## src/hdl/sha256_pkg.sv

```systemverilog
`timescale 1ns / 1ps
// Shared types and constants of the SHA-256 message hasher.
// Depends on nothing; used by every module in this folder.
package sha256_pkg;

	localparam int unsigned WORD_W   = 32;
	localparam int unsigned BLOCK_WORDS = 16;
	localparam int unsigned ROUNDS   = 64;

	localparam logic [7:0] PAD_MARK  = 8'h80;
	localparam logic [5:0] LEN_POS   = 6'd56;
	localparam logic [5:0] FILL_LAST = 6'd63;
	localparam logic [5:0] ROUND_LAST = 6'd63;
	localparam logic [2:0] WORD_LAST = 3'd7;

	localparam logic OP_ABSORB = 1'b0;
	localparam logic OP_FINISH = 1'b1;

	// Initial hash value, word 0 in the lowest slot.
	localparam logic [7:0][31:0] H_INIT = {
		32'h5be0cd19, 32'h1f83d9ab, 32'h9b05688c, 32'h510e527f,
		32'ha54ff53a, 32'h3c6ef372, 32'hbb67ae85, 32'h6a09e667
	};

	localparam logic [31:0] ROUND_K [64] = '{
		32'h428a2f98, 32'h71374491, 32'hb5c0fbcf, 32'he9b5dba5,
		32'h3956c25b, 32'h59f111f1, 32'h923f82a4, 32'hab1c5ed5,
		32'hd807aa98, 32'h12835b01, 32'h243185be, 32'h550c7dc3,
		32'h72be5d74, 32'h80deb1fe, 32'h9bdc06a7, 32'hc19bf174,
		32'he49b69c1, 32'hefbe4786, 32'h0fc19dc6, 32'h240ca1cc,
		32'h2de92c6f, 32'h4a7484aa, 32'h5cb0a9dc, 32'h76f988da,
		32'h983e5152, 32'ha831c66d, 32'hb00327c8, 32'hbf597fc7,
		32'hc6e00bf3, 32'hd5a79147, 32'h06ca6351, 32'h14292967,
		32'h27b70a85, 32'h2e1b2138, 32'h4d2c6dfc, 32'h53380d13,
		32'h650a7354, 32'h766a0abb, 32'h81c2c92e, 32'h92722c85,
		32'ha2bfe8a1, 32'ha81a664b, 32'hc24b8b70, 32'hc76c51a3,
		32'hd192e819, 32'hd6990624, 32'hf40e3585, 32'h106aa070,
		32'h19a4c116, 32'h1e376c08, 32'h2748774c, 32'h34b0bcb5,
		32'h391c0cb3, 32'h4ed8aa4a, 32'h5b9cca4f, 32'h682e6ff3,
		32'h748f82ee, 32'h78a5636f, 32'h84c87814, 32'h8cc70208,
		32'h90befffa, 32'ha4506ceb, 32'hbef9a3f7, 32'hc67178f2
	};

	typedef enum logic [2:0] {
		ST_IDLE,
		ST_PAD,
		ST_ROUND,
		ST_FOLD,
		ST_EMIT
	} sha256_state_t;

	// Commands from the sequencer to the compression core.
	typedef struct packed {
		logic init;    // reload the initial hash value
		logic start;   // copy hash words into the working variables
		logic round;   // run one compression round
		logic fold;    // add working variables into the hash words
		logic rotate;  // move the next digest word to the front
	} sha256_core_cmd_t;

endpackage

```

## src/hdl/sha256_wsched.sv

```systemverilog
`timescale 1ns / 1ps
// Block buffer and message schedule: a 16-word window that takes bytes
// while filling and slides one word per round. Depends on sha256_pkg.
module sha256_wsched (
	input  logic        clk,
	input  logic        push_en,
	input  logic [7:0]  push_byte,
	input  logic        shift_en,
	output logic [31:0] w_t
);

	localparam int unsigned WIN_W = sha256_pkg::BLOCK_WORDS * sha256_pkg::WORD_W;

	// Oldest word in slot 15.
	logic [15:0][31:0] win_q;
	logic [31:0]       w_new;

	function automatic logic [31:0] small_sigma0(input logic [31:0] x);
		return {x[6:0], x[31:7]} ^ {x[17:0], x[31:18]} ^ {3'b000, x[31:3]};
	endfunction

	function automatic logic [31:0] small_sigma1(input logic [31:0] x);
		return {x[16:0], x[31:17]} ^ {x[18:0], x[31:19]} ^ {10'd0, x[31:10]};
	endfunction

	assign w_t   = win_q[15];
	assign w_new = win_q[15] + small_sigma0(win_q[14]) + win_q[6] + small_sigma1(win_q[1]);

	always_ff @(posedge clk) begin
		if (push_en) begin
			win_q <= WIN_W'({win_q, push_byte});
		end else if (shift_en) begin
			win_q <= {win_q[14:0], w_new};
		end
	end

endmodule

```

## src/hdl/sha256_core.sv

```systemverilog
`timescale 1ns / 1ps
// Compression core: hash words, working variables and the shared round unit.
// Depends on sha256_pkg.
module sha256_core (
	input  logic                          clk,
	input  logic                          arst_n,
	input  sha256_pkg::sha256_core_cmd_t  cmd,
	input  logic [5:0]                    round_idx,
	input  logic [31:0]                   w_t,
	output logic [31:0]                   digest_word
);

	logic [7:0][31:0] hash_q;
	logic [7:0][31:0] work_q;   // a in slot 0 through h in slot 7
	logic [31:0]      t1, t2;

	function automatic logic [31:0] big_sigma0(input logic [31:0] x);
		return {x[1:0], x[31:2]} ^ {x[12:0], x[31:13]} ^ {x[21:0], x[31:22]};
	endfunction

	function automatic logic [31:0] big_sigma1(input logic [31:0] x);
		return {x[5:0], x[31:6]} ^ {x[10:0], x[31:11]} ^ {x[24:0], x[31:25]};
	endfunction

	assign t1 = work_q[7] + big_sigma1(work_q[4])
		+ ((work_q[4] & work_q[5]) ^ (~work_q[4] & work_q[6]))
		+ sha256_pkg::ROUND_K[round_idx] + w_t;
	assign t2 = big_sigma0(work_q[0])
		+ ((work_q[0] & work_q[1]) ^ (work_q[0] & work_q[2]) ^ (work_q[1] & work_q[2]));

	assign digest_word = hash_q[0];

	always_ff @(posedge clk or negedge arst_n) begin
		if (!arst_n) begin
			hash_q <= sha256_pkg::H_INIT;
		end else if (cmd.init) begin
			hash_q <= sha256_pkg::H_INIT;
		end else if (cmd.fold) begin
			for (int i = 0; i < 8; i++) begin
				hash_q[i] <= hash_q[i] + work_q[i];
			end
		end else if (cmd.rotate) begin
			hash_q <= {hash_q[0], hash_q[7:1]};
		end
	end

	always_ff @(posedge clk) begin
		if (cmd.start) begin
			work_q <= hash_q;
		end else if (cmd.round) begin
			work_q <= {work_q[6:4], work_q[3] + t1, work_q[2:0], t1 + t2};
		end
	end

endmodule

```

## src/hdl/sha256_message_hasher.sv

```systemverilog
`timescale 1ns / 1ps
// SHA-256 message hasher, top level.
// Input channel (item_valid / item_stall, op, data_byte): an absorb item
// (op 0) adds one message byte; a finish item (op 1) pads the message and
// starts the digest. An item is taken when item_valid is high and
// item_stall is low; item_stall is high whenever the block is busy.
// Output channel (digest_valid / digest_stall): a finish yields eight items,
// digest_word in big-endian word order with word_index 0..7 and last_word on
// the eighth. While digest_stall is high the current word holds.
// An absorb that fills the 64-byte block is followed by 64 rounds of the single
// round unit and one fold before the next item is taken.
// A finish feeds its padding bytes through the byte buffer one per cycle,
// then compresses; when 56 or more bytes are held at the finish, the length
// spills into a second block that is padded and compressed as well.
// The round unit is the rate limit: no item is taken during compression.
// Reset loads the initial hash value and empties the byte buffer and the
// length count; after the eighth word is taken the same happens.
// Depends on sha256_pkg, sha256_wsched and sha256_core.
module sha256_message_hasher (
	input  logic        clk,
	input  logic        arst_n,
	input  logic        item_valid,
	output logic        item_stall,
	input  logic        op,
	input  logic [7:0]  data_byte,
	output logic        digest_valid,
	input  logic        digest_stall,
	output logic [31:0] digest_word,
	output logic [2:0]  word_index,
	output logic        last_word
);

	sha256_pkg::sha256_state_t    state_q, state_d;
	sha256_pkg::sha256_core_cmd_t core_cmd;

	logic [5:0]  fill_q;       // bytes held in the block buffer
	logic [63:0] msg_q;        // message bytes absorbed
	logic [63:0] len_q;        // bit length, shifted out high byte first
	logic [5:0]  round_q;
	logic [2:0]  idx_q;
	logic        finishing_q;  // a finish is being padded or compressed
	logic        len_mode_q;   // length bytes are going into the buffer

	logic        push_en;
	logic [7:0]  push_byte;
	logic        shift_en;
	logic        absorb;
	logic        capture_len;
	logic        len_shift;
	logic        len_set;
	logic        round_en;
	logic        emit_take;
	logic        emit_done;

	always_ff @(posedge clk or negedge arst_n) begin
		if (!arst_n) begin
			state_q <= sha256_pkg::ST_IDLE;
		end else begin
			state_q <= state_d;
		end
	end

	always_comb begin
		state_d     = state_q;
		core_cmd    = '0;
		item_stall  = 1'b1;
		digest_valid = 1'b0;
		push_en     = 1'b0;
		push_byte   = 8'd0;
		shift_en    = 1'b0;
		absorb      = 1'b0;
		capture_len = 1'b0;
		len_shift   = 1'b0;
		len_set     = 1'b0;
		round_en    = 1'b0;
		emit_take   = 1'b0;
		emit_done   = 1'b0;
		unique case (state_q)
			sha256_pkg::ST_IDLE: begin
				item_stall = 1'b0;
				if (item_valid) begin
					push_en = 1'b1;
					if (op == sha256_pkg::OP_FINISH) begin
						// The pad mark goes in with the finish item itself.
						push_byte   = sha256_pkg::PAD_MARK;
						capture_len = 1'b1;
						state_d     = sha256_pkg::ST_PAD;
					end else begin
						push_byte = data_byte;
						absorb    = 1'b1;
					end
					if (fill_q == sha256_pkg::FILL_LAST) begin
						core_cmd.start = 1'b1;
						state_d        = sha256_pkg::ST_ROUND;
					end
				end
			end
			sha256_pkg::ST_PAD: begin
				push_en = 1'b1;
				if (len_mode_q) begin
					push_byte = len_q[63:56];
					len_shift = 1'b1;
				end else if (fill_q == sha256_pkg::LEN_POS) begin
					push_byte = len_q[63:56];
					len_shift = 1'b1;
					len_set   = 1'b1;
				end
				if (fill_q == sha256_pkg::FILL_LAST) begin
					core_cmd.start = 1'b1;
					state_d        = sha256_pkg::ST_ROUND;
				end
			end
			sha256_pkg::ST_ROUND: begin
				core_cmd.round = 1'b1;
				shift_en       = 1'b1;
				round_en       = 1'b1;
				if (round_q == sha256_pkg::ROUND_LAST) begin
					state_d = sha256_pkg::ST_FOLD;
				end
			end
			sha256_pkg::ST_FOLD: begin
				core_cmd.fold = 1'b1;
				if (!finishing_q) begin
					state_d = sha256_pkg::ST_IDLE;
				end else if (len_mode_q) begin
					state_d = sha256_pkg::ST_EMIT;
				end else begin
					state_d = sha256_pkg::ST_PAD;
				end
			end
			sha256_pkg::ST_EMIT: begin
				digest_valid = 1'b1;
				if (!digest_stall) begin
					emit_take = 1'b1;
					if (idx_q == sha256_pkg::WORD_LAST) begin
						// Last word taken: start over for the next message.
						core_cmd.init = 1'b1;
						emit_done     = 1'b1;
						state_d       = sha256_pkg::ST_IDLE;
					end else begin
						core_cmd.rotate = 1'b1;
					end
				end
			end
			default: begin
				state_d = sha256_pkg::ST_IDLE;
			end
		endcase
	end

	always_ff @(posedge clk or negedge arst_n) begin
		if (!arst_n) begin
			fill_q      <= '0;
			msg_q       <= '0;
			len_q       <= '0;
			round_q     <= '0;
			idx_q       <= '0;
			finishing_q <= 1'b0;
			len_mode_q  <= 1'b0;
		end else begin
			if (push_en) begin
				fill_q <= fill_q + 6'd1;
			end
			if (capture_len) begin
				len_q <= {msg_q[60:0], 3'b000};
				msg_q <= '0;
			end else begin
				if (absorb) begin
					msg_q <= msg_q + 64'd1;
				end
				if (len_shift) begin
					len_q <= {len_q[55:0], 8'd0};
				end
			end
			if (round_en) begin
				round_q <= round_q + 6'd1;
			end
			if (emit_take) begin
				idx_q <= idx_q + 3'd1;
			end
			if (capture_len) begin
				finishing_q <= 1'b1;
			end else if (emit_done) begin
				finishing_q <= 1'b0;
			end
			if (len_set) begin
				len_mode_q <= 1'b1;
			end else if (emit_done) begin
				len_mode_q <= 1'b0;
			end
		end
	end

	logic [31:0] w_t;

	sha256_wsched u_wsched (
		.clk       (clk),
		.push_en   (push_en),
		.push_byte (push_byte),
		.shift_en  (shift_en),
		.w_t       (w_t)
	);

	sha256_core u_core (
		.clk         (clk),
		.arst_n      (arst_n),
		.cmd         (core_cmd),
		.round_idx   (round_q),
		.w_t         (w_t),
		.digest_word (digest_word)
	);

	assign word_index = idx_q;
	assign last_word  = (idx_q == sha256_pkg::WORD_LAST);

endmodule
```

## config.mk

```make
export PLATFORM = sky130hd
export DESIGN_NAME = sha256_message_hasher
export DESIGN_NICKNAME = d
export VERILOG_FILES = /design/src/hdl/sha256_pkg.sv /design/src/hdl/sha256_wsched.sv /design/src/hdl/sha256_core.sv /design/src/hdl/sha256_message_hasher.sv
export SDC_FILE = /design/constraint.sdc
export NUM_CORES = 2
export LEC_CHECK = 0
export BUFFER_PORTS_ARGS = -buffer_cell sky130_fd_sc_hd__buf_2
export CORE_MARGIN = 2
export CORE_UTILIZATION = 40
export DETAILED_ROUTE_END_ITERATION = 6
export SLEW_MARGIN = 20
export SYNTH_ARGS = -nofsm -noshare
export SYNTH_HDL_FRONTEND = slang
export SYNTH_SLANG_ARGS = --single-unit
```

## constraint.sdc

```tcl
create_clock -name clk -period 17.01 [get_ports clk]
set_clock_uncertainty 0.15 [all_clocks]
set_input_delay 3.402 -clock clk [delete_from_list [all_inputs] [get_ports clk]]
set_output_delay 3.402 -clock clk [all_outputs]
set_load 0.005 [all_outputs]
```

### After elaboration in Yosys (flattened, before gate mapping)

Memories as Yosys holds them, arrays and structs flattened.
Index checks and enable logic that the tools add are counted.

* bits in read-only memories: 2048
* logic and storage cells: 164
* memories: 1
* input port bits: 13
* output and inout port bits: 38
* register bits after elaboration: 1172

Memory list
* (name not given): words 64, width 32, rd ports 1, clocked after Yosys merged registers in 0, wr ports 0, line sha256_core.sv:27 `+ sha256_pkg::ROUND_K[round_idx] + w_t;`

* add/subtract/negate cells: 22
* eq/ne operators: 14
* multiplexer cells: 59
* bitwise gates (word level): 18
* magnitude comparators: 1
* reduce and logical (&&, ||, !) cells: 9

Operators with widths (number)
* $mux W256: 5
* $mux W512: 2
* $add A32 B32 Y32: 18
* $xor A32 B32 Y32: 9
* $mux W64: 4
* $and A32 B32 Y32: 5
* $add A64 B1 Y64 const B: 1
* $mux W32: 2
* $mux W8: 4
* $not A32 Y32: 1
* $xor A32 B22 Y32: 1
* $xor A32 B29 Y32: 1
* $mux W1: 29
* $mux W3: 9
* $eq A6 B6 Y1 const B: 3
* $pmux W8 S2: 1
* $pmux W3 S5: 1
* $add A6 B1 Y6 const B: 2
* $reduce_bool A2 Y1: 6
* $ne A2 B2 Y1 const B: 5
* $ge A7 B7 Y1 const B: 1
* $not A6 Y7: 1
* $eq A3 B2 Y1 const B: 2
* $eq A3 B3 Y1 const B: 2
* 7 further kinds: 8

### Depth between registers and ports, before layout

* depth in word-level cells: 9
* depth in mapped cells: 40
* gate-level depth less buffers: 38

### Hierarchy

A second synthesis with hierarchy kept.

* cell total of the unflattened synthesis: 7455
* area total of the unflattened synthesis: 79571.3 um^2

Modules (own cells, without submodules)
* sha256_core: seq. area each 14263.7 um^2, times used 1, cells an instance 5013, area each 46668.5 um^2
* sha256_wsched: seq. area each 15374.7 um^2, times used 1, cells an instance 1716, area each 25928.6 um^2
* sha256_message_hasher: seq. area each 3553.4 um^2, times used 1, cells an instance 726, area each 6974.2 um^2

### Worst setup path before layout

OpenSTA, ideal clock, no wires.

* path kind: input -> register
* from: input item_valid
* to: register u_wsched.win_q, in the netlist u_wsched.w_t[0], enable pin
* data required time: 16.193 ns
* path buffers: 2
* slack: 5.982 ns
* library setup time: 0.667 ns
* cell stages on the path: 4
* data arrival time: 10.211 ns
* cells stage by stage: o21a_1 > clkbuf_1 > clkbuf_1 > or2_2

* longest elaborated chain between the ends: 3

RTL lines
* start: declaration: line sha256_message_hasher.sv:22 `input logic item_valid,`
* $mux W1: line sha256_message_hasher.sv:81 `if (item_valid) begin`
* $pmux W1 S2: line sha256_message_hasher.sv:78 `unique case (state_q)`
* $reduce_bool A2 Y1 (no line)
* end signal: assignment: line sha256_wsched.sv:31 `win_q <= WIN_W'({win_q, push_byte});`
* end signal: assignment: line sha256_wsched.sv:33 `win_q <= {win_q[14:0], w_new};`
* end: declaration: line sha256_wsched.sv:15 `logic [15:0][31:0] win_q;`

No other way between the ends.
A chain may end at the register's enable or synchronous reset.

### Worst setup path after layout

* from: register round_q[0]
* to: register u_core.work_q[30] in the netlist's numbering (data pin)

* longest elaborated chain between the ends: 9

RTL lines
* start: declaration: line sha256_message_hasher.sv:39 `logic [5:0] round_q;`
* start signal: assignment: line sha256_message_hasher.sv:176 `round_q <= round_q + 6'd1;`
* $not A6 Y7 (implied by the code): line sha256_core.sv:27
* $mem_v2 Z64 W32
* $mux W32 (implied by the code) (2 in a row): line sha256_core.sv:27
* $add A32 B32 Y32 (2 in a row): line sha256_core.sv:27
* $add A32 B32 Y32: line sha256_core.sv:51 `work_q <= {work_q[6:4], work_q[3] + t1, work_q[2:0], t1 + t2};`
* $mux W256: line sha256_core.sv:50 `end else if (cmd.round) begin`
* $mux W256: line sha256_core.sv:48 `if (cmd.start) begin`
* end signal: assignment: line sha256_core.sv:49 `work_q <= hash_q;`
* end signal: assignment: line sha256_core.sv:51
* end: declaration: line sha256_core.sv:14 `logic [7:0][31:0] work_q;`

No other way between the ends. The select of a mux whose other input is x is not followed.

==> results.ini <==
[global_routing]
met3_usage_pct = 3.67
antenna_found_initial = 2
grt_max_degree = 231
grt_most_used_layer = met2
grt_pass1_vias = 61600
grt_use_met1_pct = 33.5
grt_pass1_wl_mm = 392
globalRouteOverflowTotal = 0
use_met2_pct = 42.5
grt_util_all_layers_pct = 26.1

[synthesis]
netlist_area_mm2 = 0.0779
synth_area_leaders = edfxtp_1 (30%), nand2_1 (12%), dfrtp_1 (8.4%)
synth_cells = 8555
yosysWarnings = 0
ys_types = 100
seq_area_frac_synth_pct = 42.6
yosys-top-cells-count = nand2_1 (2404), edfxtp_1 (768), a21oi_1 (480)
synth.largest_area_cell = edfxtp_1
synth_most_common_cell = nand2_1
postSynthAreaPerCell_um2 = 9.10
synthFlopType = edfxtp_1
synth_nets = 9161
synth_enable_flop_cells = 768
yosys.area.top_type_share_pct = 29.6
ys_seq_elements = 1166
synthArstFlopShare_pct = 34.1

[cells_and_area]
fillers = 18600
syn_to_final_growth_pct = 8.81
drive_gt1_share_pct = 7.01
layout.nets = 8914
multi_input_area_mm2 = 0.0416
seq_area_mm2 = 0.0332

[floorplan]
core-area_mm2 = 0.193
die_w_um = 445
rows = 161
fp.dieArea_mm2 = 0.198
die_y_um = 445
io_pins = 51
start_util_pct = 40.4

[clock_network]
tritoncts = built
cts_buffers = 140
cts_root_buf = clkbuf_16
postCtsHoldBufs = 0
cts.sinks = 1166
clk_pin_slew_ns = 0.06
post_cts_resized = 0
clockBufferDepth = 3
clk_latency_ns = 0.82
cts_setup_buffers = 0
htree_levels = 4

[sta]
fin_crit_sh_pct = 64.3
fmaxAchievable_mhz = 91.4
tightest_slew_ns = 1.09
rsz0062_at_grt = false
final-setup-viol-count = 0
finalSetupTns_ns = 0
fin_crit_ns = 10.94
hold_viol_final = 0
relSlewSlack_pct = 27.6
slew_viol_final = 0

[status]
status = completed

[worst_setup_path]
critPathLaunchType = flop
arrival_ns = 11.32
endpoint_kind = flop
cpPeakStageDelay_ns = 0.78
path_max_fanout = 19
crit_type = flop to flop
crit_path_top_delay_cell = dfrtp_1
crit_required_ns = 17.39

[run]
cap_viol_max_count = 0

[routing]
via_count = 63000
drt_wl_total_mm = 263
wire_per_inst_um = 24.0
drt_iter0_markers = 7000
drc = 0
viasPerCell = 5.75
final_antenna_net_count = 0
dr.pass1.iters = 6

[hold_path]
hold_path.class = flop to flop

[placement]
port_buffers = 50
globalplace.congestion = 0.980
dp_hpwl_mm = 188

[sequential cells by signal, indices dropped and copies added (netlist names)]
signal / count
len_q: 61
u_wsched.w_t: 32
u_core.digest_word: 32
u_core.hash_q: 224
round_q: 6
len_mode_q: 1
state_q: 3
msg_q: 61
word_index: 3
u_wsched.win_q: 480
u_core.work_q: 256
finishing_q: 1
fill_q: 6
[placed cells by master, fill, tap and decap left out, types with 62 or more instances in the layout]
cell / synthesis / layout
a21o_1: 170 / 170
a21oi_1: 480 / 479
a221oi_1: 70 / 70
a31oi_1: 85 / 85
buf_4: 34 / 84
clkbuf_16: 0 / 143
dfrtp_1: 262 / 258
dfstp_2: 136 / 136
edfxtp_1: 768 / 768
fa_1: 195 / 195
ha_1: 398 / 398
inv_1: 273 / 273
mux2i_1: 79 / 79
nand2_1: 2404 / 2402
nand2b_1: 67 / 66
nand3_1: 121 / 121
nor2_1: 408 / 403
nor3_1: 94 / 94
o21a_1: 63 / 62
o21ai_0: 479 / 479
o22ai_1: 107 / 107
xnor2_1: 408 / 408
xor2_1: 210 / 210
[per-stage QoR]
stage / instances / setup slack (ns) / instance area, µm² / util, % / hold WS, ns
4_1_cts: 10900 / 6.29 / 84700 / 43.9 / 0.321
5_1_grt: 10900 / 5.55 / 84700 / 43.9 / 0.354
6_report: 10900 / 6.07 / 84700 / 43.9 / 0.313
3_3_place_gp: 10700 / 6.47 / 80000 / 41.5 / 0.306
3_5_place_dp: 10700 / 6.39 / 80000 / 41.5 / 0.308
2_1_floorplan: 8555 / 5.98 / 77900 / - / 0.288
[metal layers]
| layer | share of wire (%) | wire [µm] |
|---|---|---|
| met5 | 0 | 0 |
| met4 | 6.1 | 16000 |
| met1 | 41 | 108000 |
| met3 | 6.2 | 16400 |
| met2 | 46 | 122000 |
[path summary, 6_finish.rpt]
check | startpoint | to | slack (ns) | cells after the start
max | round_q[0] | u_core.work_q[30] | 6.07 | 35
min | fill_q[5] | fill_q[5] | 0.31 | 1
max reg2reg | round_q[0] | u_core.work_q[30] | 6.07 | 35
min reg2reg | fill_q[5] | fill_q[5] | 0.31 | 1
max in group asynchronous | arst_n | round_q[3] | 11.52 | 4
min in group asynchronous | arst_n | u_core.digest_word[7] | 2.46 | 1
[worst max-delay path, delay by kind of cell (launching register included)]
kind / cells / cell delay, ns
xor+xnor: 2 / 0.41
flops: 1 / 0.78
buf+inv: 4 / 0.77
compound gates: 12 / 3.23
simple gates: 9 / 1.53
fa+ha+maj: 8 / 3.76
[cells by family (layout without fill, tap and decap cells)]
kind of cell    Yosys count  after routing  synth area share, %
flops                  1166           1166                 42.6
buf+inv                 806            668                 4.06
simple gates           3375           3375                 18.0
xor+xnor                618            618                 6.95
compound gates         1860           1860                 15.0
fa+ha+maj               615            615                 11.7
mux                     115            115                 1.70
other cells               0              6                    0
[cell type report]
class                           instances  area share (%)
Multi-Input combinational cell       6583            49.1
Sequential cell                      1166            39.2
Clock buffer                          189            4.62
Tap cell                             2526            3.73
Inverter                              276            1.22
Timing Repair Buffer                  141            1.21
Clock inverter                         62           0.901
Antenna cell                            6          0.0177
Power is not shown: default switching activity piles up to over one toggle a cycle in this logic, so the estimate is an artifact.
